**src/design/ovmn_pkg.sv**
```systemverilog
// ----------------------------------------------------------------------------
// ovmn_pkg
// shared types and constants of the outline miter normal block
// ----------------------------------------------------------------------------
package ovmn_pkg;

  localparam int IDX_W   = 12;
  localparam int COORD_W = 32;
  localparam int EN_W    = 18;  // edge normal, signed q1.16
  localparam int NORM_W  = 20;  // miter normal, signed q2.16
  localparam int LEN_W   = 19;  // length cap, unsigned q2.16

  localparam logic [LEN_W-1:0] MAX_LEN_RESET = 19'd98304;

  // one node job handed from the front to the back
  typedef struct packed {
    logic [IDX_W-1:0]          idx;
    logic signed [COORD_W-1:0] px;
    logic signed [COORD_W-1:0] py;
    logic signed [EN_W-1:0]    e1x;
    logic signed [EN_W-1:0]    e1y;
    logic signed [EN_W-1:0]    e2x;
    logic signed [EN_W-1:0]    e2y;
    logic                      last;
    logic                      too_short;
  } job_t;

endpackage

```
**src/design/ovmn_queue.sv**
```systemverilog
// ----------------------------------------------------------------------------
// ovmn_queue
// four-entry job queue between front and back
// ----------------------------------------------------------------------------
module ovmn_queue (
  input  logic          clk,
  input  logic          rst,
  input  logic          push,
  input  ovmn_pkg::job_t push_job,
  output logic          full,
  input  logic          pop,
  output ovmn_pkg::job_t head_job,
  output logic          empty
);

  ovmn_pkg::job_t mem [4];
  logic [1:0] wr_ptr;
  logic [1:0] rd_ptr;
  logic [2:0] fill;

  assign full     = (fill == 3'd4);
  assign empty    = (fill == 3'd0);
  assign head_job = mem[rd_ptr];

  always_ff @(posedge clk) begin
    if (push && !full) begin
      mem[wr_ptr] <= push_job;
    end
  end

  always_ff @(posedge clk) begin
    if (rst) begin
      wr_ptr <= '0;
      rd_ptr <= '0;
      fill   <= '0;
    end else begin
      if (push && !full) wr_ptr <= wr_ptr + 2'd1;
      if (pop && !empty) rd_ptr <= rd_ptr + 2'd1;
      fill <= fill + {2'b0, (push && !full)} - {2'b0, (pop && !empty)};
    end
  end

endmodule

```
**config.mk**
```make
export PLATFORM = sky130hd
export DESIGN_NAME = ovmn_queue
export DESIGN_NICKNAME = d
export VERILOG_FILES = /design/src/design/ovmn_pkg.sv /design/src/design/ovmn_queue.sv
export SDC_FILE = /design/constraint.sdc
export NUM_CORES = 1
export LEC_CHECK = 0
export ABC_AREA = 1
export ABC_CLOCK_PERIOD_IN_PS = 23400
export BUFFER_PORTS_ARGS = -buffer_cell sky130_fd_sc_hd__buf_2
export CAP_MARGIN = 20
export CORE_MARGIN = 2
export CORE_UTILIZATION = 60
export CTS_BUF_LIST = sky130_fd_sc_hd__clkbuf_16
export DETAILED_ROUTE_END_ITERATION = 16
export PLACE_DENSITY = 0.83
export SYNTH_ARGS = -nofsm -noshare
export SYNTH_HDL_FRONTEND = slang
export SYNTH_SLANG_ARGS = --single-unit
```
**constraint.sdc**
```tcl
create_clock -name clk -period 23.4 [get_ports clk]
set_clock_uncertainty 0.05 [all_clocks]
set_input_delay 2.34 -clock clk [delete_from_list [all_inputs] [get_ports clk]]
set_output_delay 2.34 -clock clk [all_outputs]
set_load 0.01 [all_outputs]
```
==> impl_summary.md <==
Run
The number of max-cap violations is 0.

Layout
The most common cell after layout, fill and taps aside is sky130_fd_sc_hd__edfxtp_1. After routing the design area is around 26000 µm². The final cell count without fillers is approximately 2300.

The library cells used most frequently in the layout, excluding fill and tap cells, are sky130_fd_sc_hd__edfxtp_1, sky130_fd_sc_hd__nor2_1, sky130_fd_sc_hd__buf_2. The count of nets after finishing is between 1500 and 2000. The post-route netlist has 21.7% of its cells at a drive strength greater than 1. Cells fill between 70% and 80% of the core in the end. Counting the fill cells in the layout gives around 2400. Relative to the synthesized area, the layout overhead comes to 16.0%.

Clock tree
The CTS sink count is around 610. The clock-pin transition on the worst setup and hold timing paths is 0.06 ns. The setup fix buffers added after clock tree synthesis is 0. Hold repair after CTS inserted 0 buffers.

No sink is reached through more buffers than the 3 on the longest clock path. The H-tree was split into 2 levels. The clock insertion delay at the later pin of the skew report is approximately 0.6 ns. The library cell used as clock root buffer is sky130_fd_sc_hd__clkbuf_16. Post-CTS repair changed the size of 0 cells. TritonCTS created 57 clock buffers. TritonCTS built the clock tree.

Power
The design draws about 2.9 mW. The maximum ir drop on the vdd rail is about 0.000094 V. The power per unit of standard cell area is between 100 and 150 nW/µm². The leakage power is 9.17 nW.

STA
In the finished design, the share of the clock period the worst path needs comes to 25.6%. The number of setup violations in the final report is 0. The slew of the pin with the lowest slew margin is roughly 1.1 ns. Setup repair after global routing left no endpoint under its margin. Across all hold checks on the routed design, the worst slack comes to roughly 0.47 ns. Based on the critical path, the design can be clocked at up to around 170 MHz.

In this run the tightest slew margin relative to its limit is roughly 28%. The setup slack of the critical path after layout is ~17 ns. The setup total negative slack is 0 ns. For the finished layout, the period the worst path requires is ~6.0 ns. The total count of max-transition violations in the final report is 0. The count of endpoints failing hold in the final timing report came to 0.

Place
The number of input and output port buffers inserted is just over 300. The estimated wirelength of the detail-placed design is roughly 27000 µm. In this run, placement finished with an instance count of between 2000 and 2500. The routability-driven placement congestion ratio is approximately 0.80. The area after detailed placement is ~24000 µm².

The setup slack at placement is around 18 ns.

Critical path
The maximum net fanout on the critical path is approximately 160. Following the worst setup path forward leads to its endpoint at head_job[21]. The worst setup path is captured at a primary output. Data arrives at the worst endpoint at 3.60 ns. The register-to-register setup slack is around 20 ns. The endpoint identified for the worst register-to-register timing path is mem[3][73]$_DFFE_PP_. For the worst flop-to-flop path, the logic depth is 5. The launching element type of the critical path is a flop.

For the worst setup path, the data required time is roughly 21 ns. The worst register-to-register path begins at fill[1]$_SDFF_PP0_. The critical path is of the reg2out type.

Routing
The number of vias in the routed layout is roughly 14000. The post-route antenna net violation count is 0. For this block, the initial DRC count from the detailed router was 1086. The first detailed-routing pass ran for 5 iterations.

The total detailed-routing wirelength is 49300 µm. The average vias per placed instance is between 5 and 6. In the final routed layout, each cell accounts on average for 21.1 µm. The total DRC errors in the routed layout is 0.

Synthesis
The largest total area in the synthesized netlist belongs to sky130_fd_sc_hd__edfxtp_1. The total nets after synthesis is about 1700. The netlist area before placement is 22600 µm².

The proportion of synthesized chip area in sequential cells is 80.6%. The synthesized instance count is around 1500. The synthesis warning total is 0. The number of synthesized register bits is 609. The number of distinct library cells after synthesis is 19. The mean instance size in the synthesized netlist is roughly 15 µm². The share of Yosys cell area claimed by the top area cell type is around 80%.

Yosys attributes the largest share of cell area to sky130_fd_sc_hd__edfxtp_1, sky130_fd_sc_hd__nor2_1, sky130_fd_sc_hd__o22ai_1, sky130_fd_sc_hd__o21ai_0, sky130_fd_sc_hd__o21ai_1.

Die
From bottom edge to top edge, the die measures between 150 and 200 µm. The initial standard-cell utilization of the core is just over 60%. The core area is around 37000 µm². The die covers a little under 40000 µm².

The width of the die is about 200 µm. The standard-cell row count is slightly above 70. The I/O pin count is around 310.

Min path
The worst hold-check path type is reg2reg.

GRT
Entering global routing, the biggest net connects around 160 pins. The initial antenna violation count is 20. The global-route congestion overflow total is 0. The aggregate global-route resource usage is about a quarter. The first global-routing pass estimated approximately 74000 µm of wire. The number of global-route vias before repair is about 13000.

Outcome
The run finished with clean final reports.
-- critical path, cell delays in order, from the launching register on --
cell	delay, ns
sky130_fd_sc_hd__dfxtp_4	0.62
sky130_fd_sc_hd__inv_8	0.82
sky130_fd_sc_hd__buf_4	0.84
sky130_fd_sc_hd__o21ai_1	0.18
sky130_fd_sc_hd__o22ai_1	0.23
sky130_fd_sc_hd__buf_2	0.17
-- sequential cells by signal (all words and copies together), names as in the netlist, named ones only --
| name | flops |
|---|---|
| fill | 3 |
| wr_ptr | 2 |
| mem | 600 |
| rd_ptr | 2 |
-- Yosys cell counts --
cell	number
sky130_fd_sc_hd__inv_4	1
sky130_fd_sc_hd__inv_2	1
sky130_fd_sc_hd__ha_1	6
sky130_fd_sc_hd__dfxtp_1	9
sky130_fd_sc_hd__buf_2	63
sky130_fd_sc_hd__nor2_1	314
sky130_fd_sc_hd__clkbuf_1	20
sky130_fd_sc_hd__o21ai_0	150
sky130_fd_sc_hd__inv_1	18
sky130_fd_sc_hd__a21oi_1	5
sky130_fd_sc_hd__buf_4	1
sky130_fd_sc_hd__clkbuf_2	10
sky130_fd_sc_hd__nand3_1	4
sky130_fd_sc_hd__fa_1	1
sky130_fd_sc_hd__nand2_1	12
sky130_fd_sc_hd__o21ai_1	150
sky130_fd_sc_hd__edfxtp_1	600
sky130_fd_sc_hd__buf_6	4
sky130_fd_sc_hd__o22ai_1	150
-- kinds of logic (layout without fill, tap and decap cells) --
group / count (synthesis) / count (layout) / share of synthesized area (%)
AOI/OAI and AO/OA: 455 / 455 / 10.9
buffers and inverters: 118 / 445 / 2.53
other: 0 / 17 / 0
DFF: 609 / 609 / 80.6
and+or+nand+nor: 330 / 330 / 5.51
adders and majority gates: 7 / 7 / 0.421
-- per-layer routing --
layer	part of all wire (%)	GRT usage (%)	wire, µm	up-vias
li1	-	-	-	6335
met5	0.28	0	138	-
met2	48	40.0	23900	552
met1	39	31.7	19200	6787
met4	3.0	9.33	1460	20
met3	9.3	7.41	4610	113
-- worst min-delay path by stage --
stage	startpoint	end	cells past startpoint
detailed placement	rd_ptr[0]$_SDFFE_PP0P_	flop	2
global route	rd_ptr[0]$_SDFFE_PP0P_	rd_ptr[0]$_SDFFE_PP0P_	2
CTS	rd_ptr[0]$_SDFFE_PP0P_	rd_ptr[0]$_SDFFE_PP0P_	2
finish	rd_ptr[0]$_SDFFE_PP0P_	rd_ptr[0]$_SDFFE_PP0P_	2
floorplan	rd_ptr[0]$_SDFFE_PP0P_	flop	2
global placement	rd_ptr[0]$_SDFFE_PP0P_	rd_ptr[0]$_SDFFE_PP0P_	2
-- cell type report --
cell class	count	area, µm²	share of cell area [%]
clock buffers	59	1480	5.64
clock inverters	48	292	1.11
flip-flops and latches	609	18200	69.5
repair buffers	318	1650	6.30
diodes	17	42.5	0.163
well taps	474	593	2.27
multi-input cells	792	3830	14.6
inverters	20	85.1	0.325
-- where the power goes --
group          internal, mW  switching (mW)  leakage, nW
Clock                 0.487           0.375        0.925
Combinational         0.194           0.432         2.68
Sequential             1.33          0.0397         5.57
Total                  2.01           0.847         9.17
Note: power is estimated with default switching activity, not from simulation.
