[src/design/ovmn_pkg.sv]
// ----------------------------------------------------------------------------
// ovmn_pkg
// shared types and constants of the outline miter normal block
// ----------------------------------------------------------------------------
package ovmn_pkg;

  localparam int IDX_W   = 12;
  localparam int COORD_W = 32;
  localparam int EN_W    = 18;  // edge normal, signed q1.16
  localparam int NORM_W  = 20;  // miter normal, signed q2.16
  localparam int LEN_W   = 19;  // length cap, unsigned q2.16

  localparam logic [LEN_W-1:0] MAX_LEN_RESET = 19'd98304;

  // one node job handed from the front to the back
  typedef struct packed {
    logic [IDX_W-1:0]          idx;
    logic signed [COORD_W-1:0] px;
    logic signed [COORD_W-1:0] py;
    logic signed [EN_W-1:0]    e1x;
    logic signed [EN_W-1:0]    e1y;
    logic signed [EN_W-1:0]    e2x;
    logic signed [EN_W-1:0]    e2y;
    logic                      last;
    logic                      too_short;
  } job_t;

endpackage

[src/design/ovmn_isqrt.sv]
// ----------------------------------------------------------------------------
// ovmn_isqrt
// iterative floor square root of a 64-bit value, one result bit per cycle
// ----------------------------------------------------------------------------
module ovmn_isqrt (
  input  logic        clk,
  input  logic        rst,
  input  logic        start,
  input  logic [63:0] val,
  output logic        done,
  output logic [31:0] root
);

  logic [63:0] rem;
  logic [63:0] r;
  logic [63:0] bitv;
  logic [5:0]  cnt;
  logic        busy;
  logic [63:0] trial;

  assign trial = r + bitv;
  assign root  = r[31:0];

  always_ff @(posedge clk) begin
    if (rst) begin
      busy <= 1'b0;
      done <= 1'b0;
      cnt  <= '0;
    end else begin
      done <= 1'b0;
      if (start) begin
        rem  <= val;
        r    <= '0;
        bitv <= 64'h4000_0000_0000_0000;
        cnt  <= 6'd32;
        busy <= 1'b1;
      end else if (busy) begin
        if (rem >= trial) begin
          rem <= rem - trial;
          r   <= (r >> 1) + bitv;
        end else begin
          r <= r >> 1;
        end
        bitv <= bitv >> 2;
        cnt  <= cnt - 6'd1;
        if (cnt == 6'd1) begin
          busy <= 1'b0;
          done <= 1'b1;
        end
      end
    end
  end

endmodule

[src/design/ovmn_divu.sv]
// ----------------------------------------------------------------------------
// ovmn_divu
// restoring unsigned 64 by 64 divider, one quotient bit per cycle
// ----------------------------------------------------------------------------
module ovmn_divu (
  input  logic        clk,
  input  logic        rst,
  input  logic        start,
  input  logic [63:0] num,
  input  logic [63:0] den,
  output logic        done,
  output logic [63:0] quo
);

  logic [63:0] rem;
  logic [63:0] dsr;
  logic [6:0]  cnt;
  logic        busy;
  logic [64:0] shifted;

  assign shifted = {rem, quo[63]};

  always_ff @(posedge clk) begin
    if (rst) begin
      busy <= 1'b0;
      done <= 1'b0;
      cnt  <= '0;
    end else begin
      done <= 1'b0;
      if (start) begin
        rem  <= '0;
        quo  <= num;
        dsr  <= den;
        cnt  <= 7'd64;
        busy <= 1'b1;
      end else if (busy) begin
        if (shifted >= {1'b0, dsr}) begin
          rem <= 64'(shifted - {1'b0, dsr});
          quo <= {quo[62:0], 1'b1};
        end else begin
          rem <= shifted[63:0];
          quo <= {quo[62:0], 1'b0};
        end
        cnt <= cnt - 7'd1;
        if (cnt == 7'd1) begin
          busy <= 1'b0;
          done <= 1'b1;
        end
      end
    end
  end

endmodule

[src/design/ovmn_back.sv]
// ----------------------------------------------------------------------------
// ovmn_back
// turns node jobs into miter normals and holds the output word
// ----------------------------------------------------------------------------
module ovmn_back (
  input  logic           clk,
  input  logic           rst,
  input  logic [18:0]    max_len,
  input  logic           q_empty,
  input  ovmn_pkg::job_t q_job,
  output logic           q_pop,
  output logic           m_tvalid,
  input  logic           m_tready,
  output logic [119:0]   m_tdata,
  output logic [1:0]     m_tuser,
  output logic           m_tlast
);

  localparam logic [3:0] B_IDLE   = 4'd0;
  localparam logic [3:0] B_SQA    = 4'd1;
  localparam logic [3:0] B_SQB    = 4'd2;
  localparam logic [3:0] B_Q      = 4'd3;
  localparam logic [3:0] B_SQRT   = 4'd4;
  localparam logic [3:0] B_CAP    = 4'd5;
  localparam logic [3:0] B_MUL    = 4'd6;
  localparam logic [3:0] B_DIV_GO = 4'd7;
  localparam logic [3:0] B_DIV    = 4'd8;
  localparam logic [3:0] B_OUT    = 4'd9;

  logic [3:0]  state;
  ovmn_pkg::job_t job;
  logic [17:0] ax, ay;
  logic        sx_neg, sy_neg, degen, ycomp, capped;
  logic [35:0] qa, qb, q;
  logic [30:0] r;
  logic [49:0] mr;
  logic [36:0] pm;
  logic [18:0] mag_x, mag_y;

  logic signed [18:0] sx, sy;
  logic [17:0] ax_in, ay_in, a_sel;
  logic [35:0] q_sum;
  logic        sqrt_start, sqrt_done, div_start, div_done;
  logic [63:0] div_num, div_den, div_quo;
  logic [31:0] sqrt_root;
  logic [18:0] mag_sat;
  logic [19:0] nx, ny;

  assign sx    = 19'(q_job.e1x) + 19'(q_job.e2x);
  assign sy    = 19'(q_job.e1y) + 19'(q_job.e2y);
  assign ax_in = 18'(sx[18] ? -sx : sx);
  assign ay_in = 18'(sy[18] ? -sy : sy);
  assign q_sum = qa + qb;
  assign a_sel = ycomp ? ay : ax;
  assign q_pop = (state == B_IDLE) && !q_empty;

  assign sqrt_start = (state == B_Q) && (q_sum != '0);
  assign div_start  = (state == B_DIV_GO);
  assign div_num    = capped ? ({14'b0, pm, 13'b0} + {34'b0, r[30:1]})
                             : ({13'b0, a_sel, 33'b0} + {29'b0, q[35:1]});
  assign div_den    = capped ? {33'b0, r} : {28'b0, q};
  assign mag_sat    = (div_quo[63:19] != '0) ? 19'h7FFFF : div_quo[18:0];
  assign nx = sx_neg ? -{1'b0, mag_x} : {1'b0, mag_x};
  assign ny = sy_neg ? -{1'b0, mag_y} : {1'b0, mag_y};

  ovmn_isqrt u_isqrt (
    .clk  (clk),
    .rst  (rst),
    .start(sqrt_start),
    .val  ({2'b0, q_sum, 26'b0}),
    .done (sqrt_done),
    .root (sqrt_root)
  );

  ovmn_divu u_divu (
    .clk  (clk),
    .rst  (rst),
    .start(div_start),
    .num  (div_num),
    .den  (div_den),
    .done (div_done),
    .quo  (div_quo)
  );

  always_ff @(posedge clk) begin
    if (rst) begin
      state    <= B_IDLE;
      m_tvalid <= 1'b0;
    end else begin
      if (m_tvalid && m_tready && (state != B_OUT)) m_tvalid <= 1'b0;
      case (state)
        B_IDLE: begin
          if (!q_empty) begin
            job    <= q_job;
            ax     <= ax_in;
            ay     <= ay_in;
            sx_neg <= sx[18];
            sy_neg <= sy[18];
            degen  <= (q_job.e1x == '0 && q_job.e1y == '0) ||
                      (q_job.e2x == '0 && q_job.e2y == '0) ||
                      (sx == '0 && sy == '0);
            mag_x  <= '0;
            mag_y  <= '0;
            ycomp  <= 1'b0;
            state  <= q_job.too_short ? B_OUT : B_SQA;
          end
        end
        B_SQA: begin
          qa    <= 36'(ax) * 36'(ax);
          state <= B_SQB;
        end
        B_SQB: begin
          qb    <= 36'(ay) * 36'(ay);
          state <= B_Q;
        end
        B_Q: begin
          q     <= q_sum;
          state <= (q_sum == '0) ? B_OUT : B_SQRT;
        end
        B_SQRT: begin
          if (sqrt_done) begin
            r     <= sqrt_root[30:0];
            state <= B_CAP;
          end
        end
        B_CAP: begin
          mr    <= 50'(max_len) * 50'(r);
          state <= B_MUL;
        end
        B_MUL: begin
          capped <= (mr[49:46] == 4'b0);
          pm     <= 37'(a_sel) * 37'(max_len);
          state  <= B_DIV_GO;
        end
        B_DIV_GO: state <= B_DIV;
        B_DIV: begin
          if (div_done) begin
            if (ycomp) begin
              mag_y <= mag_sat;
              state <= B_OUT;
            end else begin
              mag_x <= mag_sat;
              ycomp <= 1'b1;
              state <= B_MUL;
            end
          end
        end
        B_OUT: begin
          if (!m_tvalid || m_tready) begin
            m_tvalid <= 1'b1;
            m_tdata  <= {4'b0, ny, nx, job.py, job.px, job.idx};
            m_tuser  <= {job.too_short, degen && !job.too_short};
            m_tlast  <= job.last;
            state    <= B_IDLE;
          end
        end
        default: state <= B_IDLE;
      endcase
    end
  end

endmodule
[config.mk]
export PLATFORM = sky130hd
export DESIGN_NAME = ovmn_back
export DESIGN_NICKNAME = d
export VERILOG_FILES = /design/src/design/ovmn_pkg.sv /design/src/design/ovmn_isqrt.sv /design/src/design/ovmn_divu.sv /design/src/design/ovmn_back.sv
export SDC_FILE = /design/constraint.sdc
export NUM_CORES = 2
export LEC_CHECK = 0
export BUFFER_PORTS_ARGS = -buffer_cell sky130_fd_sc_hd__clkbuf_2
export CORE_UTILIZATION = 65
export CTS_CLUSTER_DIAMETER = 60
export DETAILED_ROUTE_END_ITERATION = 7
export GPL_TIMING_DRIVEN = 0
export PLACE_DENSITY = 0.95
export SLEW_MARGIN = 0
export SYNTH_ARGS = -nofsm -noshare
export SYNTH_HDL_FRONTEND = slang
export SYNTH_HIERARCHICAL = 1
export SYNTH_SLANG_ARGS = --single-unit
[constraint.sdc]
create_clock -name clk -period 17.7 [get_ports clk]
set_input_delay 2.655 -clock clk [delete_from_list [all_inputs] [get_ports clk]]
set_output_delay 2.655 -clock clk [all_outputs]
set_load 0.01 [all_outputs]
==> impl_metrics.toml <==
[status]
outcome = "finished, violations left"
violations = "DRC, capacitance limit, slew limit"

[clocking]
cts_root_buf = "clkbuf_16"
clock_path_buffers = 3
postCtsResizedCells = 0
ctsHtreeMaxLevel = 3
ctsHoldBuffers = 0
path_clk_slew_ps = 70
clkLatencyLatePin_ps = 770
clock_sinks = 828
cts_buffers = 92
cts_tree = "built"
cts_setup_buffers = 0

[drt]
ant_nets = 0
vias = 78930
drt_wl_total_um = 300000
avgRoutedWirePerCell_um = 24.01
drc = 23
drt-initial-drc-count = 9625
drt_pass1_iterations = 8
via_per_inst = 6.317

[synth]
syn_area_um2 = 96130
syn_avg_cell_area_um2 = 9.619
syn_inst = 9994
yosys_warnings = 6

[hold_path]
hold_class = "reg -> reg"
holdPathStages = 0

[sta]
hold_slack_ps = 412.0
final-hold-violation-count = 0
relSlewSlack = -0.01401
tightestPinTransition_ps = 1505
fin_skew_ps = 87.45
rsz0062_at_grt = "no"
post-route-period-util = 0.5851
setup-violations-final = 0
setup-tns-final_ps = 0
fmax_mhz = 96.55
min_period_ps = 10360
drv_slew = 4

[die]
die_x_um = 386.6
ioPinCount = 298
row_count = 140
initial_core_util = 0.6572
dieArea_um2 = 149400
coreArea_um2 = 146300
fp.dieH_um = 386.6

[critical_path]
crit_arrival_ps = 10830
critPathLaunchType = "flip-flop"
r2r_setup_slack_ps = 7340
crit_type = "reg -> reg"
timing.rr.end = "pm[35]"
slowest_delay_ps = 1110
startpoint = "ycomp"
ff2ff_path_depth = 28
critical-path-slowest-cell = "o21ai_0"
end_kind = "flip-flop"
crit_path_end = "pm[35]"
reg2reg_from = "ycomp"
crit_required_ps = 18170
path_common_cell = "fa_1"
crit_fanout = 10

[global_routing]
grt_overflow = 0
grtUsageTotal = 0.4022
antenna_found_initial = 23
grt_pass1_wl_um = 460100
grt_max_degree = 37
grt_pass1_vias = 81530

[final_layout]
finish.utilization = 0.7113
area_growth_pct = 8.225
multiInputGateArea_um2 = 63260
ff_latch_area_um2 = 24640
nets = 12620
drive_above_1_share = 0.06964
fillers = 9878

[placed_design]
numPortBuffers = 276
dp_hpwl_um = 233000
routabilityCongestion = 1.037

[flow_run]
maxCapViolCount = 1
## metal layers
metal  wire, µm  vias up  GRT usage
li1           -    33450          -
met1     101600    37770     0.4791
met2     134400     5912     0.6275
met3      38440     1774     0.1207
met4      25470       22     0.2781
met5        141        -          0
## worst max-delay path: cells and delay by family, from the launching register on
kind            cells  cell delay (ps)
buf+inv             8             2100
compound gates     10             3760
flops               1              370
xor+xnor            1              130
fa+ha+maj           7             3470
simple gates        2              250
## cell usage in the layout (no fill, tap or decap), drive strengths merged, types with 15 or more instances in the layout
cell,count
o21a,73
buf,116
mux2,108
a31o,19
nor2,385
or3,52
nor4,50
o31ai,33
diode,24
nand2,1167
and2,555
and3,52
nor3,105
edfxtp,806
dfxtp,22
ha,761
clkbuf,753
clkinv,39
a31oi,87
o21bai,73
xor2,183
xnor2,331
a211oi,96
a21o,154
nand2b,62
nand3,91
fa,1209
a21boi,17
o21ai,345
inv,1794
or2,26
conb,72
o211ai,19
o41ai,19
nand4,91
nor2b,113
a21oi,440
or4,15
## stage by stage
stage	worst slack, ps	cell area [µm²]	cells
floorplan	2901	96400	10070
global route	7197	104000	12470
CTS	7648	104000	12470
global placement	-2290	100200	12260
detailed placement	7038	100800	12300
finish	7343	104000	12500
## layout make-up
type	instances	share of cell area
tap	1917	0.02305
buffer	447	0.01800
inverter	1787	0.06447
antenna	24	0.0005773
multi-input combinational	7003	0.6080
clock inverter	67	0.008058
timing repair buffer	317	0.01832
clock buffer	105	0.02260
sequential	828	0.2369
## state kept, by name (all words and copies together) (netlist names), 2 cells and up
signal        flops
job              78
qa               35
mag_y            19
state             4
u_isqrt/bitv     32
pm               37
u_divu/cnt        7
r                31
u_divu/rem       64
q                36
u_isqrt/rem      64
m_tuser           2
qb               35
ax               18
u_divu/dsr       64
mr                4
ay               18
u_isqrt/cnt       6
u_isqrt/r        64
u_divu/quo       64
mag_x            19
m_tdata         116
## worst min path at each step
| stage | startpoint | to | slack, ps |
|---|---|---|---|
| floorplan | job[138] | m_tdata[0] | 400 |
| global placement | job[119] | m_tdata[25] | 400 |
| CTS | job[108] | m_tdata[14] | 410 |
| detailed placement | job[133] | m_tdata[39] | 400 |
| global route | job[113] | m_tdata[19] | 420 |
| finish | job[108] | m_tdata[14] | 410 |
Power is not shown: default switching activity piles up to over one toggle a cycle in this logic, so the estimate is an artifact.
